**src/sv/pidc_pkg.sv**
```systemverilog
`default_nettype none

package pidc_pkg;

    // default data format, signed Q16.16
    localparam int PIDC_DATA_WIDTH    = 32;
    localparam int PIDC_FRACTION_BITS = 16;

    // configuration port
    localparam int CFG_INDEX_W = 3;
    localparam int CFG_DATA_W  = 32;
    localparam int PERIOD_W    = 31;
    localparam int GAIN_W      = 32;

    typedef enum logic [CFG_INDEX_W-1:0] {
        REG_TIME_STEP            = 3'd0,
        REG_TIME_STEP_RECIPROCAL = 3'd1,
        REG_PROPORTIONAL_GAIN    = 3'd2,
        REG_INTEGRAL_GAIN        = 3'd3,
        REG_DERIVATIVE_GAIN      = 3'd4
    } cfg_reg_t;

    // register reset values
    localparam logic [PERIOD_W-1:0]      RST_TIME_STEP            = 31'd6554;
    localparam logic [PERIOD_W-1:0]      RST_TIME_STEP_RECIPROCAL = 31'd655360;
    localparam logic signed [GAIN_W-1:0] RST_PROPORTIONAL_GAIN    = 32'sd58982;
    localparam logic signed [GAIN_W-1:0] RST_INTEGRAL_GAIN        = 32'sd328;
    localparam logic signed [GAIN_W-1:0] RST_DERIVATIVE_GAIN      = 32'sd0;

    // operand pair for the shared multiplier
    typedef enum logic [2:0] {
        MUL_ERR_DT,
        MUL_DIFF_RECIP,
        MUL_KP_ERR,
        MUL_KI_INTEG,
        MUL_KD_DERIV
    } mul_sel_t;

    // accumulator operation
    typedef enum logic [1:0] {
        ACC_HOLD,
        ACC_LOAD,
        ACC_ADD
    } acc_op_t;

    // controller to datapath commands
    typedef struct packed {
        logic     load_err;
        logic     load_diff;
        logic     load_integ;
        logic     load_deriv;
        acc_op_t  acc_op;
        mul_sel_t mul_sel;
        logic     finish;
    } pidc_cmd_t;

endpackage

`default_nettype wire

```
**src/sv/pidc_if.sv**
```systemverilog
`default_nettype none

// tick request channel: setpoint and measurement
interface pidc_in_if
    import pidc_pkg::*;
#(
    parameter int DATA_WIDTH = PIDC_DATA_WIDTH
) ();
    logic                         valid;
    logic                         ready;
    logic signed [DATA_WIDTH-1:0] target_value;
    logic signed [DATA_WIDTH-1:0] measured_value;

    modport source (output valid, output target_value, output measured_value, input ready);
    modport sink   (input valid, input target_value, input measured_value, output ready);
endinterface

// result request channel: drive value and saturation flag
interface pidc_out_if
    import pidc_pkg::*;
#(
    parameter int DATA_WIDTH = PIDC_DATA_WIDTH
) ();
    logic                         valid;
    logic                         ready;
    logic signed [DATA_WIDTH-1:0] drive_value;
    logic                         saturated;

    modport source (output valid, output drive_value, output saturated, input ready);
    modport sink   (input valid, input drive_value, input saturated, output ready);
endinterface

// register write channel
interface pidc_cfg_if
    import pidc_pkg::*;
();
    logic                   valid;
    logic                   ready;
    logic [CFG_INDEX_W-1:0] index;
    logic [CFG_DATA_W-1:0]  data;

    modport source (output valid, output index, output data, input ready);
    modport sink   (input valid, input index, input data, output ready);
endinterface

`default_nettype wire

```
**src/sv/pidc_ctrl.sv**
```systemverilog
`default_nettype none

module pidc_ctrl
    import pidc_pkg::*;
(
    input  wire logic      clk,
    input  wire logic      rst_n,
    input  wire logic      in_valid,
    output logic           in_ready,
    output logic           out_valid,
    input  wire logic      out_ready,
    output pidc_cmd_t      cmd
);

    typedef enum logic [2:0] {
        S_IDLE,
        S_MUL_I,
        S_INTEG,
        S_DERIV,
        S_ACC_P,
        S_ACC_I,
        S_ACC_D,
        S_OUT
    } state_t;

    state_t state_reg;
    state_t state_next;
    logic   out_valid_reg;
    logic   out_valid_next;
    logic   accept;
    logic   slot_free;

    assign in_ready  = (state_reg == S_IDLE);
    assign accept    = in_valid && in_ready;
    assign slot_free = !out_valid_reg || out_ready;
    assign out_valid = out_valid_reg;

    // command decode and next state
    always_comb
    begin
        cmd            = '0;
        cmd.acc_op     = ACC_HOLD;
        cmd.mul_sel    = MUL_ERR_DT;
        state_next     = state_reg;
        out_valid_next = out_valid_reg && !out_ready;
        unique case (state_reg)
            S_IDLE:
            begin
                cmd.load_err = accept;
                if (accept)
                begin
                    state_next = S_MUL_I;
                end
            end
            S_MUL_I:
            begin
                cmd.load_diff = 1'b1;
                cmd.mul_sel   = MUL_ERR_DT;
                state_next    = S_INTEG;
            end
            S_INTEG:
            begin
                cmd.load_integ = 1'b1;
                cmd.mul_sel    = MUL_DIFF_RECIP;
                state_next     = S_DERIV;
            end
            S_DERIV:
            begin
                cmd.load_deriv = 1'b1;
                cmd.mul_sel    = MUL_KP_ERR;
                state_next     = S_ACC_P;
            end
            S_ACC_P:
            begin
                cmd.acc_op  = ACC_LOAD;
                cmd.mul_sel = MUL_KI_INTEG;
                state_next  = S_ACC_I;
            end
            S_ACC_I:
            begin
                cmd.acc_op  = ACC_ADD;
                cmd.mul_sel = MUL_KD_DERIV;
                state_next  = S_ACC_D;
            end
            S_ACC_D:
            begin
                cmd.acc_op = ACC_ADD;
                state_next = S_OUT;
            end
            S_OUT:
            begin
                if (slot_free)
                begin
                    cmd.finish     = 1'b1;
                    out_valid_next = 1'b1;
                    state_next     = S_IDLE;
                end
            end
            default:
            begin
                state_next = S_IDLE;
            end
        endcase
    end

    // state and output valid
    always_ff @(posedge clk or negedge rst_n)
    begin
        if (!rst_n)
        begin
            state_reg     <= S_IDLE;
            out_valid_reg <= 1'b0;
        end
        else
        begin
            state_reg     <= state_next;
            out_valid_reg <= out_valid_next;
        end
    end

    // no second request taken while one is in flight
    a_single_item: assert property (@(posedge clk) disable iff (!rst_n)
        accept |=> !in_ready)
        else $error("request accepted while previous one in flight");

    // fixed schedule from acceptance to the output state
    a_schedule: assert property (@(posedge clk) disable iff (!rst_n)
        accept |-> ##7 (state_reg == S_OUT))
        else $error("schedule slipped before output state");

    // result never overwrites one still waiting
    a_no_overwrite: assert property (@(posedge clk) disable iff (!rst_n)
        cmd.finish |-> (!out_valid_reg || out_ready))
        else $error("result overwritten while stalled");

    // a result appears only from the output state
    a_valid_source: assert property (@(posedge clk) disable iff (!rst_n)
        $rose(out_valid_reg) |-> $past(state_reg == S_OUT))
        else $error("result valid raised outside output state");

endmodule

`default_nettype wire

```
**src/sv/pidc_datapath.sv**
```systemverilog
`default_nettype none

module pidc_datapath
    import pidc_pkg::*;
#(
    parameter int DATA_WIDTH    = PIDC_DATA_WIDTH,
    parameter int FRACTION_BITS = PIDC_FRACTION_BITS
) (
    input  wire logic                         clk,
    input  wire logic                         rst_n,
    input  wire pidc_cmd_t                    cmd,
    input  wire logic signed [DATA_WIDTH-1:0] target_value,
    input  wire logic signed [DATA_WIDTH-1:0] measured_value,
    pidc_cfg_if.sink                          cfg,
    output logic signed [DATA_WIDTH-1:0]      drive_value,
    output logic                              saturated
);

    localparam int AW    = DATA_WIDTH + 1;
    localparam int BW    = GAIN_W + 1;
    localparam int PW    = AW + BW;
    localparam int ACC_W = PW + 2;

    localparam logic [DATA_WIDTH-1:0] VAL_MIN = {1'b1, {(DATA_WIDTH-1){1'b0}}};
    localparam logic [DATA_WIDTH-1:0] VAL_MAX = {1'b0, {(DATA_WIDTH-1){1'b1}}};

    // clamp to the data range, top bit flags a clip
    function automatic logic [DATA_WIDTH:0] sat_dw(input logic signed [ACC_W-1:0] x);
        logic top_ones;
        logic top_zeros;
        top_ones  = &x[ACC_W-1:DATA_WIDTH-1];
        top_zeros = ~(|x[ACC_W-1:DATA_WIDTH-1]);
        if (top_ones || top_zeros)
            sat_dw = {1'b0, x[DATA_WIDTH-1:0]};
        else if (x[ACC_W-1])
            sat_dw = {1'b1, VAL_MIN};
        else
            sat_dw = {1'b1, VAL_MAX};
    endfunction

    // configuration registers
    logic [PERIOD_W-1:0]      dt_reg;
    logic [PERIOD_W-1:0]      recip_reg;
    logic signed [GAIN_W-1:0] kp_reg;
    logic signed [GAIN_W-1:0] ki_reg;
    logic signed [GAIN_W-1:0] kd_reg;

    // controller state
    logic signed [DATA_WIDTH-1:0] integ_reg;
    logic signed [DATA_WIDTH-1:0] prev_reg;

    // working registers
    logic signed [DATA_WIDTH-1:0] err_reg;
    logic signed [AW-1:0]         diff_reg;
    logic signed [DATA_WIDTH-1:0] deriv_reg;
    logic signed [PW-1:0]         prod_reg;
    logic signed [ACC_W-1:0]      acc_reg;
    logic                         integ_clip_reg;
    logic signed [DATA_WIDTH-1:0] drive_reg;
    logic                         sat_reg;

    logic signed [AW-1:0]         err_diff;
    logic [DATA_WIDTH:0]          err_sat;
    logic signed [AW-1:0]         mul_a;
    logic signed [BW-1:0]         mul_b;
    logic signed [PW-1:0]         prod_sh;
    logic signed [ACC_W-1:0]      prod_ext;
    logic signed [ACC_W-1:0]      integ_sum;
    logic [DATA_WIDTH:0]          integ_sat;
    logic [DATA_WIDTH:0]          deriv_sat;
    logic signed [ACC_W-1:0]      acc_sh;
    logic [DATA_WIDTH:0]          drive_sat;

    assign cfg.ready = 1'b1;

    // register writes, unknown indexes dropped
    always_ff @(posedge clk or negedge rst_n)
    begin
        if (!rst_n)
        begin
            dt_reg    <= RST_TIME_STEP;
            recip_reg <= RST_TIME_STEP_RECIPROCAL;
            kp_reg    <= RST_PROPORTIONAL_GAIN;
            ki_reg    <= RST_INTEGRAL_GAIN;
            kd_reg    <= RST_DERIVATIVE_GAIN;
        end
        else if (cfg.valid)
        begin
            unique case (cfg.index)
                REG_TIME_STEP:            dt_reg    <= cfg.data[PERIOD_W-1:0];
                REG_TIME_STEP_RECIPROCAL: recip_reg <= cfg.data[PERIOD_W-1:0];
                REG_PROPORTIONAL_GAIN:    kp_reg    <= cfg.data[GAIN_W-1:0];
                REG_INTEGRAL_GAIN:        ki_reg    <= cfg.data[GAIN_W-1:0];
                REG_DERIVATIVE_GAIN:      kd_reg    <= cfg.data[GAIN_W-1:0];
                default:
                begin
                end
            endcase
        end
    end

    // error straight from the request
    assign err_diff = $signed({target_value[DATA_WIDTH-1], target_value})
                    - $signed({measured_value[DATA_WIDTH-1], measured_value});
    assign err_sat  = sat_dw({{(ACC_W-AW){err_diff[AW-1]}}, err_diff});

    // shared multiplier operand select
    always_comb
    begin
        mul_a = {err_reg[DATA_WIDTH-1], err_reg};
        mul_b = {2'b00, dt_reg};
        unique case (cmd.mul_sel)
            MUL_ERR_DT:
            begin
                mul_a = {err_reg[DATA_WIDTH-1], err_reg};
                mul_b = {2'b00, dt_reg};
            end
            MUL_DIFF_RECIP:
            begin
                mul_a = diff_reg;
                mul_b = {2'b00, recip_reg};
            end
            MUL_KP_ERR:
            begin
                mul_a = {err_reg[DATA_WIDTH-1], err_reg};
                mul_b = {kp_reg[GAIN_W-1], kp_reg};
            end
            MUL_KI_INTEG:
            begin
                mul_a = {integ_reg[DATA_WIDTH-1], integ_reg};
                mul_b = {ki_reg[GAIN_W-1], ki_reg};
            end
            MUL_KD_DERIV:
            begin
                mul_a = {deriv_reg[DATA_WIDTH-1], deriv_reg};
                mul_b = {kd_reg[GAIN_W-1], kd_reg};
            end
            default:
            begin
            end
        endcase
    end

    // floored product, integral and derivative clamps
    assign prod_sh   = prod_reg >>> FRACTION_BITS;
    assign prod_ext  = {{(ACC_W-PW){prod_reg[PW-1]}}, prod_reg};
    assign integ_sum = {{(ACC_W-PW){prod_sh[PW-1]}}, prod_sh}
                     + {{(ACC_W-DATA_WIDTH){integ_reg[DATA_WIDTH-1]}}, integ_reg};
    assign integ_sat = sat_dw(integ_sum);
    assign deriv_sat = sat_dw({{(ACC_W-PW){prod_sh[PW-1]}}, prod_sh});
    assign acc_sh    = acc_reg >>> FRACTION_BITS;
    assign drive_sat = sat_dw(acc_sh);

    // integral and previous error
    always_ff @(posedge clk or negedge rst_n)
    begin
        if (!rst_n)
        begin
            integ_reg <= '0;
            prev_reg  <= '0;
        end
        else
        begin
            if (cmd.load_integ)
                integ_reg <= integ_sat[DATA_WIDTH-1:0];
            if (cmd.finish)
                prev_reg <= err_reg;
        end
    end

    // working registers and result payload
    always_ff @(posedge clk)
    begin
        prod_reg <= PW'(mul_a) * PW'(mul_b);
        if (cmd.load_err)
            err_reg <= err_sat[DATA_WIDTH-1:0];
        if (cmd.load_diff)
            diff_reg <= $signed({err_reg[DATA_WIDTH-1], err_reg})
                      - $signed({prev_reg[DATA_WIDTH-1], prev_reg});
        if (cmd.load_integ)
            integ_clip_reg <= integ_sat[DATA_WIDTH];
        if (cmd.load_deriv)
            deriv_reg <= deriv_sat[DATA_WIDTH-1:0];
        unique case (cmd.acc_op)
            ACC_LOAD: acc_reg <= prod_ext;
            ACC_ADD:  acc_reg <= acc_reg + prod_ext;
            default:
            begin
            end
        endcase
        if (cmd.finish)
        begin
            drive_reg <= drive_sat[DATA_WIDTH-1:0];
            sat_reg   <= drive_sat[DATA_WIDTH] | integ_clip_reg;
        end
    end

    assign drive_value = drive_reg;
    assign saturated   = sat_reg;

endmodule

`default_nettype wire

```
**src/sv/pid_controller_step_unit.sv**
```systemverilog
// Discrete PID controller step unit.
// One request on the tick channel carries a setpoint and a measurement in
// signed fixed point (DATA_WIDTH bits, FRACTION_BITS fraction bits). Each
// request yields exactly one result on the result channel: the drive value
// and a flag that is set when the integral or the output was clipped.
// Gains and the sample period are written on the cfg channel, which is
// always ready; write them only while no request is in flight.
// A request is taken only while the unit is idle; it then runs through the
// states MUL_I, INTEG, DERIV, ACC_P, ACC_I, ACC_D and OUT before its result
// is loaded into the output register, and only then is a new request taken.
// The single shared multiplier handles the five products of a tick in turn.
// The output register holds one result; while the receiver stalls, the
// unit finishes the next tick and then waits until that register is free.
// Tick ready is high only while the unit is idle.
// Reset clears the stored integral and previous error, restores the
// register defaults and empties the output register.
`default_nettype none

module pid_controller_step_unit
    import pidc_pkg::*;
#(
    parameter int DATA_WIDTH    = PIDC_DATA_WIDTH,
    parameter int FRACTION_BITS = PIDC_FRACTION_BITS
) (
    input  wire logic  clk,
    input  wire logic  rst_n,
    pidc_in_if.sink    tick,
    pidc_out_if.source result,
    pidc_cfg_if.sink   cfg
);

    pidc_cmd_t cmd;
    logic      in_ready;
    logic      out_valid;

    assign tick.ready   = in_ready;
    assign result.valid = out_valid;

    // sequencer
    pidc_ctrl u_ctrl (
        .clk       (clk),
        .rst_n     (rst_n),
        .in_valid  (tick.valid),
        .in_ready  (in_ready),
        .out_valid (out_valid),
        .out_ready (result.ready),
        .cmd       (cmd)
    );

    // arithmetic and registers
    pidc_datapath #(
        .DATA_WIDTH    (DATA_WIDTH),
        .FRACTION_BITS (FRACTION_BITS)
    ) u_datapath (
        .clk            (clk),
        .rst_n          (rst_n),
        .cmd            (cmd),
        .target_value   (tick.target_value),
        .measured_value (tick.measured_value),
        .cfg            (cfg),
        .drive_value    (result.drive_value),
        .saturated      (result.saturated)
    );

endmodule

`default_nettype wire
```
**src/flat_wrapper.sv**
```systemverilog
// flat-port wrapper written by rule: the top's interface ports become plain ports
module pid_controller_step_unit_flat import pidc_pkg::*;
#(
    parameter int DATA_WIDTH    = PIDC_DATA_WIDTH,
    parameter int FRACTION_BITS = PIDC_FRACTION_BITS
)
  (clk, rst_n, tick_valid, tick_target_value, tick_measured_value, tick_ready, result_valid, result_drive_value, result_saturated, result_ready, cfg_valid, cfg_index, cfg_data, cfg_ready);
  pidc_in_if #(.DATA_WIDTH(DATA_WIDTH)) tick_i ();
  pidc_out_if #(.DATA_WIDTH(DATA_WIDTH)) result_i ();
  pidc_cfg_if cfg_i ();
  input  wire logic clk;
  input  wire logic rst_n;
  input wire logic [$bits(tick_i.valid)-1:0] tick_valid;
  input wire logic [$bits(tick_i.target_value)-1:0] tick_target_value;
  input wire logic [$bits(tick_i.measured_value)-1:0] tick_measured_value;
  output wire logic [$bits(tick_i.ready)-1:0] tick_ready;
  output wire logic [$bits(result_i.valid)-1:0] result_valid;
  output wire logic [$bits(result_i.drive_value)-1:0] result_drive_value;
  output wire logic [$bits(result_i.saturated)-1:0] result_saturated;
  input wire logic [$bits(result_i.ready)-1:0] result_ready;
  input wire logic [$bits(cfg_i.valid)-1:0] cfg_valid;
  input wire logic [$bits(cfg_i.index)-1:0] cfg_index;
  input wire logic [$bits(cfg_i.data)-1:0] cfg_data;
  output wire logic [$bits(cfg_i.ready)-1:0] cfg_ready;
  assign tick_i.valid = tick_valid;
  assign tick_i.target_value = tick_target_value;
  assign tick_i.measured_value = tick_measured_value;
  assign tick_ready = tick_i.ready;
  assign result_valid = result_i.valid;
  assign result_drive_value = result_i.drive_value;
  assign result_saturated = result_i.saturated;
  assign result_i.ready = result_ready;
  assign cfg_i.valid = cfg_valid;
  assign cfg_i.index = cfg_index;
  assign cfg_i.data = cfg_data;
  assign cfg_ready = cfg_i.ready;
  pid_controller_step_unit #(.DATA_WIDTH(DATA_WIDTH), .FRACTION_BITS(FRACTION_BITS)) u_core (.clk(clk), .rst_n(rst_n), .tick(tick_i), .result(result_i), .cfg(cfg_i));
endmodule
```
**config.mk**
```make
export PLATFORM = sky130hd
export DESIGN_NAME = pid_controller_step_unit_flat
export DESIGN_NICKNAME = d
export VERILOG_FILES = /design/src/sv/pidc_pkg.sv /design/src/sv/pidc_if.sv /design/src/sv/pidc_ctrl.sv /design/src/sv/pidc_datapath.sv /design/src/sv/pid_controller_step_unit.sv /design/src/flat_wrapper.sv
export SDC_FILE = /design/constraint.sdc
export NUM_CORES = 2
export LEC_CHECK = 0
export CORE_MARGIN = 2
export CORE_UTILIZATION = 45
export DETAILED_ROUTE_END_ITERATION = 8
export DONT_BUFFER_PORTS = 1
export PLACE_DENSITY_LB_ADDON = 0.25
export SLEW_MARGIN = 20
export SYNTH_ARGS = -nofsm -noshare
export SYNTH_HDL_FRONTEND = slang
export SYNTH_SLANG_ARGS = --single-unit
```
**constraint.sdc**
```tcl
create_clock -name clk -period 22.5 [get_ports clk]
set_input_delay 2.25 -clock clk [delete_from_list [all_inputs] [get_ports clk]]
set_output_delay 2.25 -clock clk [all_outputs]
set_load 0.05 [all_outputs]
```
==> results.py <==
metrics = {
    "outcome": {
        "run_status": "finished, final reports clean",
    },
    "critical_path": {
        "crit_type": "reg2reg",
        "critical_path_buf_inv_count": 9,
        "max_stage_delay_ns": 0.73,
        "crit_family": "adder cells",
        "cp_common_cell": "fa_1",
        "cp-start-kind": "flip-flop",
        "arrival_ns": 12.57,
        "crit_slowest_cell": "buf_4",
        "crit_path_end_kind": "flip-flop",
        "cp.required_ns": 23.09,
        "worstPathMaxFanout": 57,
    },
    "logic_synthesis": {
        "ys_warn_count": 0,
        "ys_seq_elements": 491,
        "synth_top_area_cell": "fa_1",
        "synth_nets": 8592,
        "yosysUniqueCellTypes": 94,
        "syn_inst": 6936,
        "avgSynthCellArea_um2": 9.57,
        "async_flop_share": 0.460,
        "ys.flop_type": "dfrtp_1",
        "synth.area.top_cells": "fa_1, edfxtp_1, dfrtp_1",
        "synth_enable_flop_cells": 199,
        "netlist.area_leader.share": 0.347,
        "ys_seq_area_frac": 0.195,
        "syn_area_um2": 66400,
    },
    "sta": {
        "fmax_mhz": 83.5,
        "skew_ns": 0.0591,
        "final-max-slew-violation-count": 0,
        "tns_ns": 0,
        "finalHoldViolations": 0,
        "period_minus_slack_ns": 11.98,
        "min_period_over_period": 0.532,
        "setup_violations": 0,
        "rsz0062_at_grt": "false",
        "worst_pin_slew_ns": 1.22,
        "max-slew-margin-rel": 0.184,
    },
    "placement": {
        "place.gp.congestion": 0.953,
        "port_buffers": 0,
        "dp_hpwl_um": 163000,
    },
    "job": {
        "drv_cap": 0,
    },
    "grt": {
        "grt.total_usage": 0.279,
        "grt_max_degree": 227,
        "antenna_found_initial": 5,
        "grt_overflow_total": 0,
        "first_global_vias": 51800,
        "grt_pass1_wl_um": 321000,
    },
    "drt": {
        "wire_per_inst_um": 23.6,
        "drc": 0,
        "ant_nets": 0,
        "drt_wl_total_um": 207000,
        "viasPerCell": 5.70,
        "drtIter0Drc": 4260,
        "num_vias": 50000,
        "dr.pass1.iters": 8,
    },
    "die": {
        "core_area_um2": 146000,
        "die_width_um": 388,
        "die_h_um": 388,
        "rows": 140,
        "die-area_um2": 151000,
        "start_util": 0.455,
        "num_io_pins": 140,
    },
    "finish": {
        "final_common_cell": "inv_1",
        "drive_above_1_share": 0.0853,
        "final_util": 0.486,
        "areaGrowthSynthToFinish_pct": 6.99,
        "final_nets": 8456,
        "largest_reg_flops": 68,
        "mostFrequentLayoutCells": "inv_1, fa_1, nor2_1",
    },
    "clock_tree": {
        "cts_max_path_buffers": 3,
        "numCtsBuffers": 57,
        "post_cts_resized": 0,
        "clk_latency_ns": 0.68,
        "hold_buffers": 0,
        "cts_htree_levels": 2,
        "clkSinkCount": 491,
        "root_buffer": "clkbuf_16",
        "cts_setup_buffers": 0,
        "cts.clk_slew.worst_paths_ns": 0.07,
        "cts_tree": "done",
    },
    "hold_path": {
        "hold_path_class": "reg2reg",
    },
}
final timing paths:
| kind | startpoint | endpoint | slack [ns] | cells past startpoint |
|---|---|---|---|---|
| min in group asynchronous | rst_n | u_core.u_ctrl.out_valid$_DFF_PN0_ | 1.28 | 0 |
| worst min register to register | u_core.u_datapath.kd_reg[13]$_DFFE_PN0P_ | u_core.u_datapath.kd_reg[13]$_DFFE_PN0P_ | 0.51 | 1 |
| max in group asynchronous | rst_n | u_core.u_datapath.prev_reg[5]$_DFFE_PN0P_ | 20.90 | 0 |
| worst max register to register | u_core.u_ctrl.state_reg[0]$_DFFE_PN0P_ | u_core.u_datapath.prod_reg[63]$_DFF_P_ | 10.52 | 37 |
| worst min-delay path | u_core.u_datapath.kd_reg[13]$_DFFE_PN0P_ | u_core.u_datapath.kd_reg[13]$_DFFE_PN0P_ | 0.51 | 1 |
| worst max-delay path | u_core.u_ctrl.state_reg[0]$_DFFE_PN0P_ | u_core.u_datapath.prod_reg[63]$_DFF_P_ | 10.52 | 37 |
area by class of cell:
cell class | count | area, um^2
Fill cell | 13700 | 75000
Tap cell | 1917 | 2400
Inverter | 1247 | 4680
Antenna cell | 5 | 12.5
Sequential cell | 491 | 13000
Clock buffer | 77 | 1730
Timing Repair Buffer | 137 | 1050
Multi-Input combinational cell | 4866 | 48000
Clock inverter | 31 | 235
cells in the mapped netlist, drive strengths merged, types with 152 or more instances:
cell	number
xnor2	152
ha	402
a21o	207
dfrtp	205
nand2	689
o21ai	204
a21oi	286
inv	1245
nor2	718
edfxtp	199
clkbuf	297
fa	1150
mux2	214
cells by family after synthesis:
group | Yosys count | synth area share
other | 1 | 0.0000565
buffers and inverters | 1579 | 0.0897
adders and majority gates | 1560 | 0.424
AOI/OAI and AO/OA | 1112 | 0.113
xor gates and xnor gates | 233 | 0.0307
DFF | 491 | 0.195
and+or+nand+nor | 1744 | 0.111
muxes | 216 | 0.0366
per-stage QoR:
stage	std cells	setup WS [ns]	cell area [um^2]	hold slack, ns
after floorplan	6936	12.76	66400	0.477
after global placement	8655	10.46	69000	0.487
after CTS	8765	10.34	71000	0.508
final	8771	10.52	71100	0.505
after global routing	8766	9.89	71000	0.516
after detailed placement	8657	10.39	69100	0.494
routing by layer:
layer / GRT usage / up-vias / wire, um / share of wire
met1: 0.388 / 25600 / 86300 / 0.42
met4: 0.0942 / 4 / 8400 / 0.041
li1: - / 21900 / - / -
met5: 0 / - / 26 / 0.00013
met2: 0.436 / 2059 / 93600 / 0.45
met3: 0.0573 / 416 / 18900 / 0.091
Power is left out: the tool's default activity adds up to more than one toggle a clock period on the data nets, which glitch-free logic cannot reach.
